[src/rtl/tick_count_job_table_assert.svh]
// Assertion macros shared by the job table RTL.
// Expects a clock i_clk and an active-low reset i_rst_n in the including scope.
`ifndef TICK_COUNT_JOB_TABLE_ASSERT_SVH
`define TICK_COUNT_JOB_TABLE_ASSERT_SVH

// Same-cycle implication, disabled while in reset.
`define TCJT_ASSERT_NOW(label, ante, cons, msg) \
    label: assert property (@(posedge i_clk) disable iff (!i_rst_n) (ante) |-> (cons)) \
        else $error(msg);

// Next-cycle implication, disabled while in reset.
`define TCJT_ASSERT_NEXT(label, ante, cons, msg) \
    label: assert property (@(posedge i_clk) disable iff (!i_rst_n) (ante) |=> (cons)) \
        else $error(msg);

`endif

[src/rtl/tcjt_pkg.sv]
// Shared types and codes for the tick count job table.
// No dependencies; imported by the front end, the executor and the top level.
`timescale 1ns / 1ps

package tcjt_pkg;

    // Input item
    typedef struct packed {
        logic [2:0]  opcode;
        logic [5:0]  slot;
        logic [15:0] target_count;
    } t_in;

    // Result item
    typedef struct packed {
        logic [2:0] kind;
        logic [5:0] slot_number;
        logic [6:0] fired_count;
        logic       last;
    } t_out;

    localparam logic [2:0] OP_TICK     = 3'd0;
    localparam logic [2:0] OP_ADD_ONCE = 3'd1;
    localparam logic [2:0] OP_ADD_PERS = 3'd2;
    localparam logic [2:0] OP_DELETE   = 3'd3;
    localparam logic [2:0] OP_ENABLE   = 3'd4;
    localparam logic [2:0] OP_DISABLE  = 3'd5;

    localparam logic [2:0] KIND_ADDED    = 3'd0;
    localparam logic [2:0] KIND_FULL     = 3'd1;
    localparam logic [2:0] KIND_CTL_OK   = 3'd2;
    localparam logic [2:0] KIND_CTL_FAIL = 3'd3;
    localparam logic [2:0] KIND_FIRED    = 3'd4;
    localparam logic [2:0] KIND_DONE     = 3'd5;

    typedef enum logic [1:0] {
        CLS_TICK,
        CLS_ADD,
        CLS_CTRL,
        CLS_BAD
    } t_cls;

    typedef enum logic [1:0] {
        CTL_DEL,
        CTL_EN,
        CTL_DIS
    } t_ctl;

    // Classified command passed from the front end to the executor
    typedef struct packed {
        t_cls        cls;
        logic        persist;
        t_ctl        cop;
        logic        in_range;
        logic [5:0]  slot;
        logic [15:0] target;
    } t_cmd;

endpackage

[src/rtl/tcjt_fifo.sv]
// Small synchronous queue of WIDTH-bit entries, power-of-two depth.
// No dependencies; used for the command queue and the result queue.
`timescale 1ns / 1ps

module tcjt_fifo #(
    parameter int WIDTH = 8,
    parameter int DEPTH = 2
) (
    input  logic             i_clk,
    input  logic             i_rst_n,
    input  logic             i_push,
    input  logic [WIDTH-1:0] i_data,
    output logic             o_full,
    input  logic             i_pop,
    output logic [WIDTH-1:0] o_data,
    output logic             o_empty
);

    localparam int PW = (DEPTH > 1) ? $clog2(DEPTH) : 1;
    localparam int NW = $clog2(DEPTH + 1);
    localparam logic [NW-1:0] DEPTH_C = NW'(DEPTH);

    logic [WIDTH-1:0] r_buf [DEPTH];
    logic [PW-1:0]    r_wp;
    logic [PW-1:0]    r_rp;
    logic [NW-1:0]    r_cnt;
    logic             do_push;
    logic             do_pop;

    assign o_full  = (r_cnt == DEPTH_C);
    assign o_empty = (r_cnt == '0);
    assign o_data  = r_buf[r_rp];
    assign do_push = i_push && !o_full;
    assign do_pop  = i_pop && !o_empty;

    always_ff @(posedge i_clk) begin
        if (!i_rst_n) begin
            r_wp  <= '0;
            r_rp  <= '0;
            r_cnt <= '0;
        end else begin
            if (do_push) begin
                r_wp <= PW'(r_wp + 1'b1);
            end
            if (do_pop) begin
                r_rp <= PW'(r_rp + 1'b1);
            end
            if (do_push && !do_pop) begin
                r_cnt <= NW'(r_cnt + 1'b1);
            end else if (do_pop && !do_push) begin
                r_cnt <= NW'(r_cnt - 1'b1);
            end
        end
    end

    always_ff @(posedge i_clk) begin
        if (do_push) begin
            r_buf[r_wp] <= i_data;
        end
    end

endmodule

[src/rtl/tcjt_front.sv]
// Front end: decodes an input item into a classified command for the queue.
// Depends on tcjt_pkg.
`timescale 1ns / 1ps

module tcjt_front #(
    parameter int SLOTS = 16
) (
    input  tcjt_pkg::t_in  i_item,
    input  logic           i_push,
    output logic           o_full,
    output tcjt_pkg::t_cmd o_cmd,
    output logic           o_cmd_push,
    input  logic           i_cmd_full
);
    import tcjt_pkg::*;

    logic in_range;

    assign in_range   = ({1'b0, i_item.slot} < 7'(SLOTS));
    assign o_full     = i_cmd_full;
    assign o_cmd_push = i_push;

    always_comb begin
        o_cmd          = '0;
        o_cmd.target   = i_item.target_count;
        o_cmd.in_range = in_range;
        unique case (i_item.opcode)
            OP_TICK: begin
                o_cmd.cls = CLS_TICK;
            end
            OP_ADD_ONCE: begin
                o_cmd.cls = CLS_ADD;
            end
            OP_ADD_PERS: begin
                o_cmd.cls     = CLS_ADD;
                o_cmd.persist = 1'b1;
            end
            OP_DELETE: begin
                o_cmd.cls  = CLS_CTRL;
                o_cmd.cop  = CTL_DEL;
                o_cmd.slot = i_item.slot;
            end
            OP_ENABLE: begin
                o_cmd.cls  = CLS_CTRL;
                o_cmd.cop  = CTL_EN;
                o_cmd.slot = i_item.slot;
            end
            OP_DISABLE: begin
                o_cmd.cls  = CLS_CTRL;
                o_cmd.cop  = CTL_DIS;
                o_cmd.slot = i_item.slot;
            end
            default: begin
                // unknown opcode: fail with slot zero
                o_cmd.cls = CLS_BAD;
            end
        endcase
    end

endmodule

[src/rtl/tcjt_back.sv]
// Executor: holds the slot table and runs ticks, adds and control commands.
// Depends on tcjt_pkg and tick_count_job_table_assert.svh.
`timescale 1ns / 1ps

module tcjt_back #(
    parameter int SLOTS      = 16,
    parameter int COUNT_BITS = 16
) (
    input  logic           i_clk,
    input  logic           i_rst_n,
    input  tcjt_pkg::t_cmd i_cmd,
    input  logic           i_cmd_empty,
    output logic           o_cmd_pop,
    output tcjt_pkg::t_out o_res,
    output logic           o_res_push,
    input  logic           i_res_full
);
    import tcjt_pkg::*;

    localparam int IW = (SLOTS > 1) ? $clog2(SLOTS) : 1;
    localparam int CW = $clog2(SLOTS + 1);
    localparam int MW = 2 * COUNT_BITS;
    localparam logic [CW-1:0] SLOTS_C = CW'(SLOTS);

    typedef enum logic [1:0] {
        S_IDLE,
        S_TICK,
        S_ADD,
        S_CTRL
    } t_state;

    t_state          r_state, n_state;
    t_cmd            r_cmd, n_cmd;
    logic [CW-1:0]   r_idx, n_idx;
    logic            r_pv, n_pv;
    logic [IW-1:0]   r_pidx, n_pidx;
    logic [6:0]      r_fired, n_fired;
    logic [SLOTS-1:0] r_active, n_active;
    logic [SLOTS-1:0] r_enabled, n_enabled;
    logic [SLOTS-1:0] r_persist, n_persist;

    // target in the upper half, count in the lower half
    logic [MW-1:0]   r_mem [SLOTS];
    logic [MW-1:0]   r_rd;

    logic            mem_we;
    logic [IW-1:0]   mem_wa;
    logic [MW-1:0]   mem_wd;
    logic            rd_en;
    logic [IW-1:0]   rd_addr;

    logic [COUNT_BITS-1:0] rd_tgt;
    logic [COUNT_BITS-1:0] rd_cnt;
    logic            p_elig;
    logic            fire;
    logic [IW-1:0]   sidx;
    logic [IW-1:0]   aidx;

    assign rd_tgt = r_rd[MW-1:COUNT_BITS];
    assign rd_cnt = r_rd[COUNT_BITS-1:0];
    assign p_elig = r_pv && r_active[r_pidx] && r_enabled[r_pidx];
    assign fire   = (rd_cnt >= rd_tgt);
    assign sidx   = IW'(r_cmd.slot);
    assign aidx   = r_idx[IW-1:0];

    always_comb begin
        n_state    = r_state;
        n_cmd      = r_cmd;
        n_idx      = r_idx;
        n_pv       = r_pv;
        n_pidx     = r_pidx;
        n_fired    = r_fired;
        n_active   = r_active;
        n_enabled  = r_enabled;
        n_persist  = r_persist;
        o_cmd_pop  = 1'b0;
        o_res_push = 1'b0;
        o_res      = '0;
        o_res.last = 1'b1;
        mem_we     = 1'b0;
        mem_wa     = '0;
        mem_wd     = '0;
        rd_en      = 1'b0;
        rd_addr    = aidx;

        unique case (r_state)
            S_IDLE: begin
                if (!i_cmd_empty) begin
                    o_cmd_pop = 1'b1;
                    n_cmd     = i_cmd;
                    n_idx     = '0;
                    n_pv      = 1'b0;
                    n_fired   = '0;
                    unique case (i_cmd.cls)
                        CLS_TICK: n_state = S_TICK;
                        CLS_ADD:  n_state = S_ADD;
                        default:  n_state = S_CTRL;
                    endcase
                end
            end

            S_TICK: begin
                if (!r_pv && r_idx == SLOTS_C) begin
                    // scan drained: close the tick
                    if (!i_res_full) begin
                        o_res_push        = 1'b1;
                        o_res.kind        = KIND_DONE;
                        o_res.fired_count = r_fired;
                        n_state           = S_IDLE;
                    end
                end else if (!(p_elig && fire && i_res_full)) begin
                    // evaluate the slot whose read was issued last
                    if (p_elig) begin
                        mem_wa = r_pidx;
                        if (fire) begin
                            o_res_push        = 1'b1;
                            o_res.kind        = KIND_FIRED;
                            o_res.slot_number = 6'(r_pidx);
                            o_res.last        = 1'b0;
                            n_fired           = 7'(r_fired + 7'd1);
                            if (r_persist[r_pidx]) begin
                                mem_we = 1'b1;
                                mem_wd = {rd_tgt, {COUNT_BITS{1'b0}}};
                            end else begin
                                n_active[r_pidx]  = 1'b0;
                                n_enabled[r_pidx] = 1'b0;
                                n_persist[r_pidx] = 1'b0;
                            end
                        end else begin
                            mem_we = 1'b1;
                            mem_wd = {rd_tgt, COUNT_BITS'(rd_cnt + 1'b1)};
                        end
                    end
                    // issue the next read
                    if (r_idx != SLOTS_C) begin
                        rd_en  = 1'b1;
                        n_pv   = 1'b1;
                        n_pidx = aidx;
                        n_idx  = CW'(r_idx + 1'b1);
                    end else begin
                        n_pv = 1'b0;
                    end
                end
            end

            S_ADD: begin
                if (r_idx == SLOTS_C) begin
                    if (!i_res_full) begin
                        o_res_push = 1'b1;
                        o_res.kind = KIND_FULL;
                        n_state    = S_IDLE;
                    end
                end else if (!r_active[aidx]) begin
                    if (!i_res_full) begin
                        o_res_push        = 1'b1;
                        o_res.kind        = KIND_ADDED;
                        o_res.slot_number = 6'(aidx);
                        mem_we            = 1'b1;
                        mem_wa            = aidx;
                        mem_wd            = {COUNT_BITS'(r_cmd.target), {COUNT_BITS{1'b0}}};
                        n_active[aidx]    = 1'b1;
                        n_enabled[aidx]   = 1'b1;
                        n_persist[aidx]   = r_cmd.persist;
                        n_state           = S_IDLE;
                    end
                end else begin
                    n_idx = CW'(r_idx + 1'b1);
                end
            end

            S_CTRL: begin
                if (!i_res_full) begin
                    o_res_push        = 1'b1;
                    o_res.slot_number = r_cmd.slot;
                    n_state           = S_IDLE;
                    if (r_cmd.cls == CLS_CTRL && r_cmd.in_range && r_active[sidx]) begin
                        o_res.kind = KIND_CTL_OK;
                        unique case (r_cmd.cop)
                            CTL_DEL: begin
                                n_active[sidx]  = 1'b0;
                                n_enabled[sidx] = 1'b0;
                                n_persist[sidx] = 1'b0;
                            end
                            CTL_EN:  n_enabled[sidx] = 1'b1;
                            default: n_enabled[sidx] = 1'b0;
                        endcase
                    end else begin
                        o_res.kind = KIND_CTL_FAIL;
                    end
                end
            end

            default: begin
                n_state = S_IDLE;
            end
        endcase
    end

    always_ff @(posedge i_clk) begin
        if (!i_rst_n) begin
            r_state   <= S_IDLE;
            r_pv      <= 1'b0;
            r_active  <= '0;
            r_enabled <= '0;
            r_persist <= '0;
        end else begin
            r_state   <= n_state;
            r_pv      <= n_pv;
            r_active  <= n_active;
            r_enabled <= n_enabled;
            r_persist <= n_persist;
        end
        r_cmd   <= n_cmd;
        r_idx   <= n_idx;
        r_pidx  <= n_pidx;
        r_fired <= n_fired;
    end

    // target/count store: one write port, one registered read port
    always_ff @(posedge i_clk) begin
        if (mem_we) begin
            r_mem[mem_wa] <= mem_wd;
        end
        if (rd_en) begin
            r_rd <= r_mem[rd_addr];
        end
    end

`include "tick_count_job_table_assert.svh"

    `TCJT_ASSERT_NOW(a_no_push_full, o_res_push, !i_res_full, "result pushed into full queue")
    `TCJT_ASSERT_NOW(a_no_pop_empty, o_cmd_pop, !i_cmd_empty, "command popped from empty queue")
    `TCJT_ASSERT_NOW(a_idx_range, r_state == S_TICK || r_state == S_ADD, r_idx <= SLOTS_C, "scan index past table")
    `TCJT_ASSERT_NOW(a_fired_range, r_state == S_TICK, r_fired <= 7'(SLOTS), "fired count past table size")
    `TCJT_ASSERT_NEXT(a_done_idle, o_res_push && o_res.last, r_state == S_IDLE, "no return to idle after final item")

endmodule

[src/rtl/tick_count_job_table.sv]
// Tick count job table: a table of SLOTS job counters driven by tick and
// slot commands.
// Input queue side: present i_item and raise push; the item is taken at an
// edge with push high and full low. Result side: while empty is low the
// oldest result sits on o_result; pop at an edge with empty low takes it.
// A tick yields one fired item per slot that fires, in slot order, then a
// tick done item with last set. Every other command yields one item.
// The command queue registers a command before the executor takes it, and
// the result queue registers each result before it is visible on o_result.
// A tick scans one slot per cycle through the target/count store, holding
// while a fired item waits for room in the result queue; add searches for
// the lowest free slot; delete, enable, disable need no scan.
// A two-entry command queue lets the next item in while one executes.
// Reset (synchronous, active low) frees all slots and empties both queues;
// no clearing pass is needed. When the receiver stalls, the result queue
// fills, the executor holds its place and the command queue then fills.
// Depends on tcjt_pkg, tcjt_fifo, tcjt_front and tcjt_back.
`timescale 1ns / 1ps

module tick_count_job_table #(
    parameter int SLOTS      = 16,
    parameter int COUNT_BITS = 16
) (
    input  logic           i_clk,
    input  logic           i_rst_n,
    input  tcjt_pkg::t_in  i_item,
    input  logic           push,
    output logic           full,
    output tcjt_pkg::t_out o_result,
    output logic           empty,
    input  logic           pop
);
    import tcjt_pkg::*;

    t_cmd front_cmd;
    logic front_push;
    logic cmdq_full;
    t_cmd cmdq_data;
    logic cmdq_empty;
    logic cmdq_pop;
    t_out back_res;
    logic back_push;
    logic resq_full;

    tcjt_front #(
        .SLOTS (SLOTS)
    ) u_front (
        .i_item     (i_item),
        .i_push     (push),
        .o_full     (full),
        .o_cmd      (front_cmd),
        .o_cmd_push (front_push),
        .i_cmd_full (cmdq_full)
    );

    tcjt_fifo #(
        .WIDTH ($bits(t_cmd)),
        .DEPTH (2)
    ) u_cmdq (
        .i_clk   (i_clk),
        .i_rst_n (i_rst_n),
        .i_push  (front_push),
        .i_data  (front_cmd),
        .o_full  (cmdq_full),
        .i_pop   (cmdq_pop),
        .o_data  (cmdq_data),
        .o_empty (cmdq_empty)
    );

    tcjt_back #(
        .SLOTS      (SLOTS),
        .COUNT_BITS (COUNT_BITS)
    ) u_back (
        .i_clk       (i_clk),
        .i_rst_n     (i_rst_n),
        .i_cmd       (cmdq_data),
        .i_cmd_empty (cmdq_empty),
        .o_cmd_pop   (cmdq_pop),
        .o_res       (back_res),
        .o_res_push  (back_push),
        .i_res_full  (resq_full)
    );

    tcjt_fifo #(
        .WIDTH ($bits(t_out)),
        .DEPTH (2)
    ) u_resq (
        .i_clk   (i_clk),
        .i_rst_n (i_rst_n),
        .i_push  (back_push),
        .i_data  (back_res),
        .o_full  (resq_full),
        .i_pop   (pop),
        .o_data  (o_result),
        .o_empty (empty)
    );

endmodule
[config.mk]
export PLATFORM = sky130hd
export DESIGN_NAME = tick_count_job_table
export DESIGN_NICKNAME = d
export VERILOG_FILES = /design/src/rtl/tcjt_pkg.sv /design/src/rtl/tcjt_fifo.sv /design/src/rtl/tcjt_front.sv /design/src/rtl/tcjt_back.sv /design/src/rtl/tick_count_job_table.sv
export VERILOG_INCLUDE_DIRS = /design/src /design/src/rtl
export SDC_FILE = /design/constraint.sdc
export NUM_CORES = 1
export LEC_CHECK = 0
export BUFFER_PORTS_ARGS = -buffer_cell sky130_fd_sc_hd__buf_2
export CAP_MARGIN = 5
export CORE_MARGIN = 1
export CORE_UTILIZATION = 45
export CTS_CLUSTER_DIAMETER = 80
export DETAILED_ROUTE_END_ITERATION = 12
export HOLD_SLACK_MARGIN = 0.08
export SYNTH_ARGS = -nofsm -noshare
export SYNTH_HDL_FRONTEND = slang
export SYNTH_SLANG_ARGS = --single-unit
[constraint.sdc]
create_clock -name i_clk -period 17.75 [get_ports i_clk]
set_clock_uncertainty 0.2 [all_clocks]
set_input_delay 0 -clock i_clk [delete_from_list [all_inputs] [get_ports i_clk]]
set_output_delay 0 -clock i_clk [all_outputs]
set_load 0.1 [all_outputs]
==> metrics.csv, run 1 <==
stage;metric;value;unit
route;drt_first_pass_iters;5;
synth;yosysUniqueCellTypes;75;
synth;avgSynthCellArea;17.4;um2
synth;synth_area_leader_cell;edfxtp_1;
finish;antenna_cells;0;
setup_path;rrSetupSlack;12.26;ns
timing;worst_pin_slew;1.29;ns
floorplan;die_w;264;um
synth;ys_warn_count;0;
floorplan;die_h;264;um
setup_path;critPathMaxStageDelay;0.93;ns
setup_path;crit_path_cell_trace;buf_4, nor4bb_1, buf_4, nand2_1, and4_1, nand3_1, a21oi_2, o221ai_1, a211oi_4, buf_4;
finish;final_nets;1953;
setup_path;worstSetupEndpointType;flop;
synth;syn_nets;1833;
setup_path;cp_common_cell;buf_4;
synth;synthMuxAreaShare;14.8;%
synth;syn_area;0.0310;mm2
global_route;grt_overflow;0;
timing;slew_headroom;14.2;%
placed_design;place.gp.congestion;0.899;
setup_path;crit_arrival;5.53;ns
power_and_ir_drop;power.share.switching;31.3;%
timing;grt_setup_unrepaired;false;
global_route;grt_pass1_vias;17194;
route;vias;16835;
clock_network;post_cts_buffers;0;
placed_design;placedInstanceArea;0.0323;mm2
setup_path;cp.buffers_inverters;3;
clock_network;insertion_delay;0.62;ns
global_route;antenna_found_initial;0;
min_path;min_path_type;in -> reg;
route;drt_iter0_drc;1619;
timing;hold_viol;0;
power_and_ir_drop;p_leak;0.0104;uW
setup_path;slowest_stage;edfxtp_1;
route;viasPerCell;5.95;
synth;async_reset_ff_share;0;%
placed_design;portBuffers;47;
synth;netlist_instances;1775;
power_and_ir_drop;powerDensity;142;mW/mm2
synth;ys_seq_area_share;69.7;%
floorplan;rows;95;
setup_path;required;17.80;ns
floorplan;start_util;45.8;%
clock_network;clockRootBuffer;clkbuf_16;
synth;synth_top_family_by_area;multiplexers;
status;status;finished clean;
global_route;grt_pass1_wl;108;mm
timing;final.period_utilization;30.9;%
timing;maxSlewViolCount;0;
clock_network;clkTransAtPathRegs;0.06;ns
timing;fin_tns_setup;0;ns
run;drv_cap;0;
floorplan;core;0.0676;mm2
power_and_ir_drop;intPower;3450;uW
power_and_ir_drop;clkPwrFrac;31.3;%
power_and_ir_drop;ir_drop;119;uV
synth;ys_seq_elements;739;
clock_network;cts_htree_levels;3;
synth;synth-simple-area-share;6.10;%
global_route;grt_use_total;20.6;%
route;wire_per_inst;25.1;um
synth;synth_xor_area_share;0.820;%
power_and_ir_drop;p_comb_share;24.8;%
timing;min_period;5.49;ns
synth;synth_ff_type;edfxtp_1;
global_route;grt_max_degree;140;
setup_path;critPathMaxFanout;34;
finish;syn_to_final_growth;14.4;%
finish;final_area;0.0354;mm2
clock_network;clockBufferDepth;3;
clock_network;cts_tree;done;
synth;synthAdderAreaFrac;1.17;%
setup_path;critPathTopFamily;compound AO/OA/AOI/OAI gates;
clock_network;cts_inserted_buffers;76;
synth;synth_top_area_share;65.8;%
synth;netlist_top_cells_area;edfxtp_1 (66%), mux4_2 (12%), dfxtp_1 (3.9%);
power_and_ir_drop;p_sw;1570;uW
timing;setup_violations;0;
clock_network;ctsResizeCount;0;
synth;synth_edf_count;678;
timing;fmax;0.182;GHz
setup_path;crit_path_start_kind;flop;
route;drc;0;
power_and_ir_drop;seq_power_share;43.9;%
finish;drive_above_1_share;22.6;%
floorplan;die_area;0.0699;mm2
synth;synth_compound_area_share;5.49;%
finish;post-route-util;52.4;%
route;ant_nets;0;
clock_network;clock-sinks;739;
floorplan;io_pins;48;
route;routed_wl;71.0;mm
setup_path;worst-setup-path-type;reg -> reg;
placed_design;dp_hpwl;43.1;mm
-- per-layer routing --
| layer | track usage [%] | part of all wire, % | vias to the layer above |
|---|---|---|---|
| met5 | 0 | 0 | - |
| met4 | 5.59 | 2.5 | 0 |
| met3 | 3.32 | 5.3 | 120 |
| met2 | 34.0 | 49 | 514 |
| met1 | 28.6 | 43 | 8797 |
| li1 | - | - | 7404 |
-- power groups by stage --
stage	Sequential, uW	Clock, uW	Combinational, uW
CTS	2210	1610	1250
floorplan	2150	0	960
detailed placement	2240	0	1240
finish	2210	1570	1240
global route	2220	1670	1330
global placement	2240	0	1230
-- worst register-to-register path, delay by kind of cell, from the launching register on --
family | cells | cell delay [ns]
AOI/OAI and AO/OA | 3 | 1.88
buffers and inverters | 3 | 1.31
DFF | 1 | 0.93
and+or+nand+nor | 4 | 0.76
-- kinds of logic after synthesis --
logic type	Yosys count
buffers and inverters	144
XOR/XNOR	29
multiplexers	238
AND/OR/NAND/NOR	366
flip-flops	739
AO/OA/AOI/OAI	230
adder cells (fa/ha/maj)	29
-- flip-flops by register name (all words and copies together) (netlist names), named ones only --
register / count
u_back.r_mem: 512
u_cmdq.r_wp: 1
u_back.r_pv: 1
u_back.r_cmd: 28
u_cmdq.r_cnt: 2
u_cmdq.r_rp: 1
u_back.r_enabled: 16
u_back.r_rd: 32
u_resq.r_cnt: 2
u_resq.r_rp: 1
u_back.r_persist: 16
u_back.r_pidx: 4
u_back.r_fired: 7
u_back.r_state: 2
u_back.r_active: 16
u_resq.r_wp: 1
u_back.r_idx: 5
u_resq.r_buf: 34
u_cmdq.r_buf: 56
-- layout make-up --
| type | instances | area [um2] |
|---|---|---|
| fill | 5363 | 32200 |
| tap | 873 | 1090 |
| timing repair buffer | 150 | 1180 |
| inverter | 36 | 135 |
| clock buffer | 91 | 1980 |
| multi-input combinational | 892 | 8930 |
| sequential | 739 | 21600 |
| clock inverter | 50 | 519 |
-- synth_stat cells (all sizes together), types with 24 or more instances --
cell	number
and2	36
buf	32
clkbuf	76
dfxtp	61
edfxtp	678
ha	29
inv	36
mux2	47
mux4	171
nand2	62
nand3	51
nor2	78
nor2b	30
nor3	31
o21a	24
o21ai	30
-- through the flow --
stage / hold WS, ns / power (uW) / cells / setup slack [ns]
5_1_grt: 0.115 / 5220 / 2831 / 11.87
6_report: 0.108 / 5030 / 2831 / 12.26
3_5_place_dp: -0.00869 / 3480 / 2629 / 12.34
2_1_floorplan: -0.101 / 3110 / 1775 / 11.57
3_3_place_gp: -0.0121 / 3470 / 2628 / 12.59
4_1_cts: 0.0875 / 5070 / 2830 / 12.31
-- cell usage in the layout, fill, tap and decap left out, types with 25 or more instances in the layout --
cell           Yosys  final
edfxtp_1         678    678
nor3_1            31     25
nor2b_1           30     30
nand2_1           61     61
o21ai_0           29     29
inv_1             36     36
clkbuf_16          0     76
and2_1            36     36
mux2_2            47     47
mux4_2           168    168
nand3_1           51     51
buf_4              3     39
nor2_1            78     70
ha_1              29     29
dlygate4sd3_1      0     60
dfxtp_1           61     61
buf_2              6     48
-- final timing paths --
path	cells past startpoint	endpoint	from
min	3	u_cmdq.r_buf[1][25]	i_item[22]
max	10	u_back.r_mem[8][3]	u_back.r_idx[3]
min reg2reg	2	u_back.r_enabled[9]	u_back.r_enabled[9]
max reg2reg	10	u_back.r_mem[8][3]	u_back.r_idx[3]
-- timing repair --
item                                    CTS  global route
endpoints found under the setup margin    0             0
hold buffers                             60             0
hold endpoints to repair                173             0
Power figures use the tool's default switching activity.
==> run 2, diff against run 1 <==
==> constraint.sdc (replaced) <==
create_clock -name i_clk -period 5.5 [get_ports i_clk]
set_clock_uncertainty 0.2 [all_clocks]
set_input_delay 0 -clock i_clk [delete_from_list [all_inputs] [get_ports i_clk]]
set_output_delay 0 -clock i_clk [all_outputs]
set_load 0.1 [all_outputs]
==> metrics.csv, run 2 (synthesis gave the netlist of run 1 again) <==
stage;metric;value;unit
status;status;finished clean;
route;wire_per_inst;26.2;um
finish;top_regs;u_back.r_mem: 512 flops, u_cmdq.r_buf: 56 flops, u_resq.r_buf: 34 flops;
setup_path;crit_path_start_kind;flop;
setup_path;crit_arrival;4.91;ns
placed_design;placedInstanceArea;0.0326;mm2
clock_network;clockRootBuffer;clkbuf_16;
finish;post-route-util;53.1;%
timing;worst_pin_slew;1.26;ns
min_path;hp-start;i_item[23];
setup_path;worstSetupEndpointType;flop;
placed_design;portBuffers;47;
setup_path;worstRegToRegCells;10;
floorplan;io_pins;48;
clock_network;cts_tree;done;
timing;min_period;4.84;ns
setup_path;critPathMaxFanout;32;
route;viasPerCell;6.01;
timing;setup_violations;0;
clock_network;cts_inserted_buffers;76;
finish;layout_common_cells;edfxtp_1 (678), mux4_2 (168), clkbuf_16 (76), nor2_1 (70), buf_4 (66);
power_and_ir_drop;powerDensity;466;mW/mm2
placed_design;place.gp.congestion;0.937;
timing;final.period_utilization;88.0;%
min_path;hold_end;u_cmdq.r_buf[0][25];
clock_network;clkTransAtPathRegs;0.06;ns
placed_design;dp_hpwl;47.9;mm
finish;final_nets;1984;
finish;fin_cells;2861;
clock_network;post_cts_buffers;0;
setup_path;required;5.57;ns
route;routed_wl;75.1;mm
finish;final_area;0.0359;mm2
clock_network;insertion_delay;0.63;ns
global_route;grt_use_total;21.7;%
clock_network;clock-sinks;739;
timing;fmax;0.207;GHz
clock_network;ctsHoldBuffers;61;
timing;finalWorstSetupSlack;0.660;ns
timing;maxSlewViolCount;0;
setup_path;worst-setup-path-type;reg -> reg;
timing;grt_setup_unrepaired;false;
clock_network;cts_htree_levels;3;
power_and_ir_drop;ir_drop;295;uV
timing;hold_viol;0;
finish;syn_to_final_growth;15.9;%
clock_network;clockBufferDepth;3;
floorplan;die_h;264;um
global_route;grt_pass1_vias;17251;
floorplan;core;0.0676;mm2
finish;drive_above_1_share;24.4;%
global_route;grt_max_degree;140;
floorplan;rows;95;
setup_path;rr_endpoint;u_back.r_mem[10][5];
finish;largest_reg_flops;512;
timing;slew_headroom;15.9;%
global_route;grt_pass1_wl;112;mm
finish;final_common_cell;edfxtp_1;
finish;top_register;u_back.r_mem;
clock_network;ctsResizeCount;0;
setup_path;r2r_start;u_back.r_idx[1];
floorplan;die_w;264;um
placed_design;dp_cells;2660;
route;drt_iter0_drc;1898;
finish;antenna_cells;0;
min_path;min_path_cells;3;
route;drt_first_pass_iters;5;
power_and_ir_drop;p_leak;0.0107;uW
floorplan;start_util;45.8;%
route;drc;0;
global_route;grt_overflow;0;
min_path;min_path_type;in -> reg;
route;ant_nets;0;
route;vias;17206;
placed_design;dp_slack;0.762;ns
global_route;antenna_found_initial;2;
setup_path;rrSetupSlack;0.66;ns
floorplan;die_area;0.0699;mm2
run;drv_cap;0;
run 2: changes by cell type in the layout (fill, tap and decap cells not counted), sizes merged:
cell and delta:
bufinv +6, dlygate4sd3 +1, clkinv -5, buf +31
clkinvlp +3, clkbuf -6
run 2: cell type report:
type / count / area, um2
Clock buffer: 86 / 1950
Multi-Input combinational cell: 892 / 8930
Clock inverter: 54 / 716
Tap cell: 873 / 1090
Inverter: 36 / 135
Timing Repair Buffer: 181 / 1480
Fill cell: 5350 / 31700
Sequential cell: 739 / 21600
run 2: worst max-delay path by stage:
stage / from / end
after floorplan: u_back.r_idx[1] / u_back.r_mem[8][0]
after global placement: u_back.r_idx[1] / u_back.r_mem[13][13]
after detailed placement: u_back.r_idx[1] / u_back.r_mem[12][3]
after CTS: u_back.r_idx[1] / u_back.r_mem[12][31]
after global routing: u_back.r_idx[1] / u_back.r_mem[10][5]
final: u_back.r_idx[1] / u_back.r_mem[10][5]
run 2: per-layer routing:
metal  share of wire (%)  vias to the layer above  GRT usage, %
met5               0.017                        -         0.139
met4                 3.2                        2          7.51
met3                 7.5                      141          4.33
met2                  46                      696          33.0
met1                  43                     8892          31.3
li1                    -                     7475             -
run 2: metrics by stage:
stage          power (uW)  hold slack (ns)  TNS [ns]
4_1_cts             16800            0.142         0
5_1_grt             17300            0.188         0
2_1_floorplan       10000           -0.101   -141.62
6_report            16700            0.195         0
3_5_place_dp        11400         -0.00928         0
3_3_place_gp        11400          -0.0134         0
run 2: power by group:
group,leakage [uW],total (uW),switching (uW),internal [uW]
clock,0.00129,5400,2200,3200
sequential,0.00600,7110,429,6680
combinational,0.00342,4200,2630,1570
run 2: worst max-delay path, stage by stage (launching register included):
cell       delay [ns]
edfxtp_1         0.44
inv_1            0.13
ha_1             0.46
nor4bb_1         0.90
nand2_1          0.25
and4_1           0.29
and3_1           0.25
o211ai_1         0.16
o2111ai_1        0.55
a21oi_4          0.29
buf_4            0.53
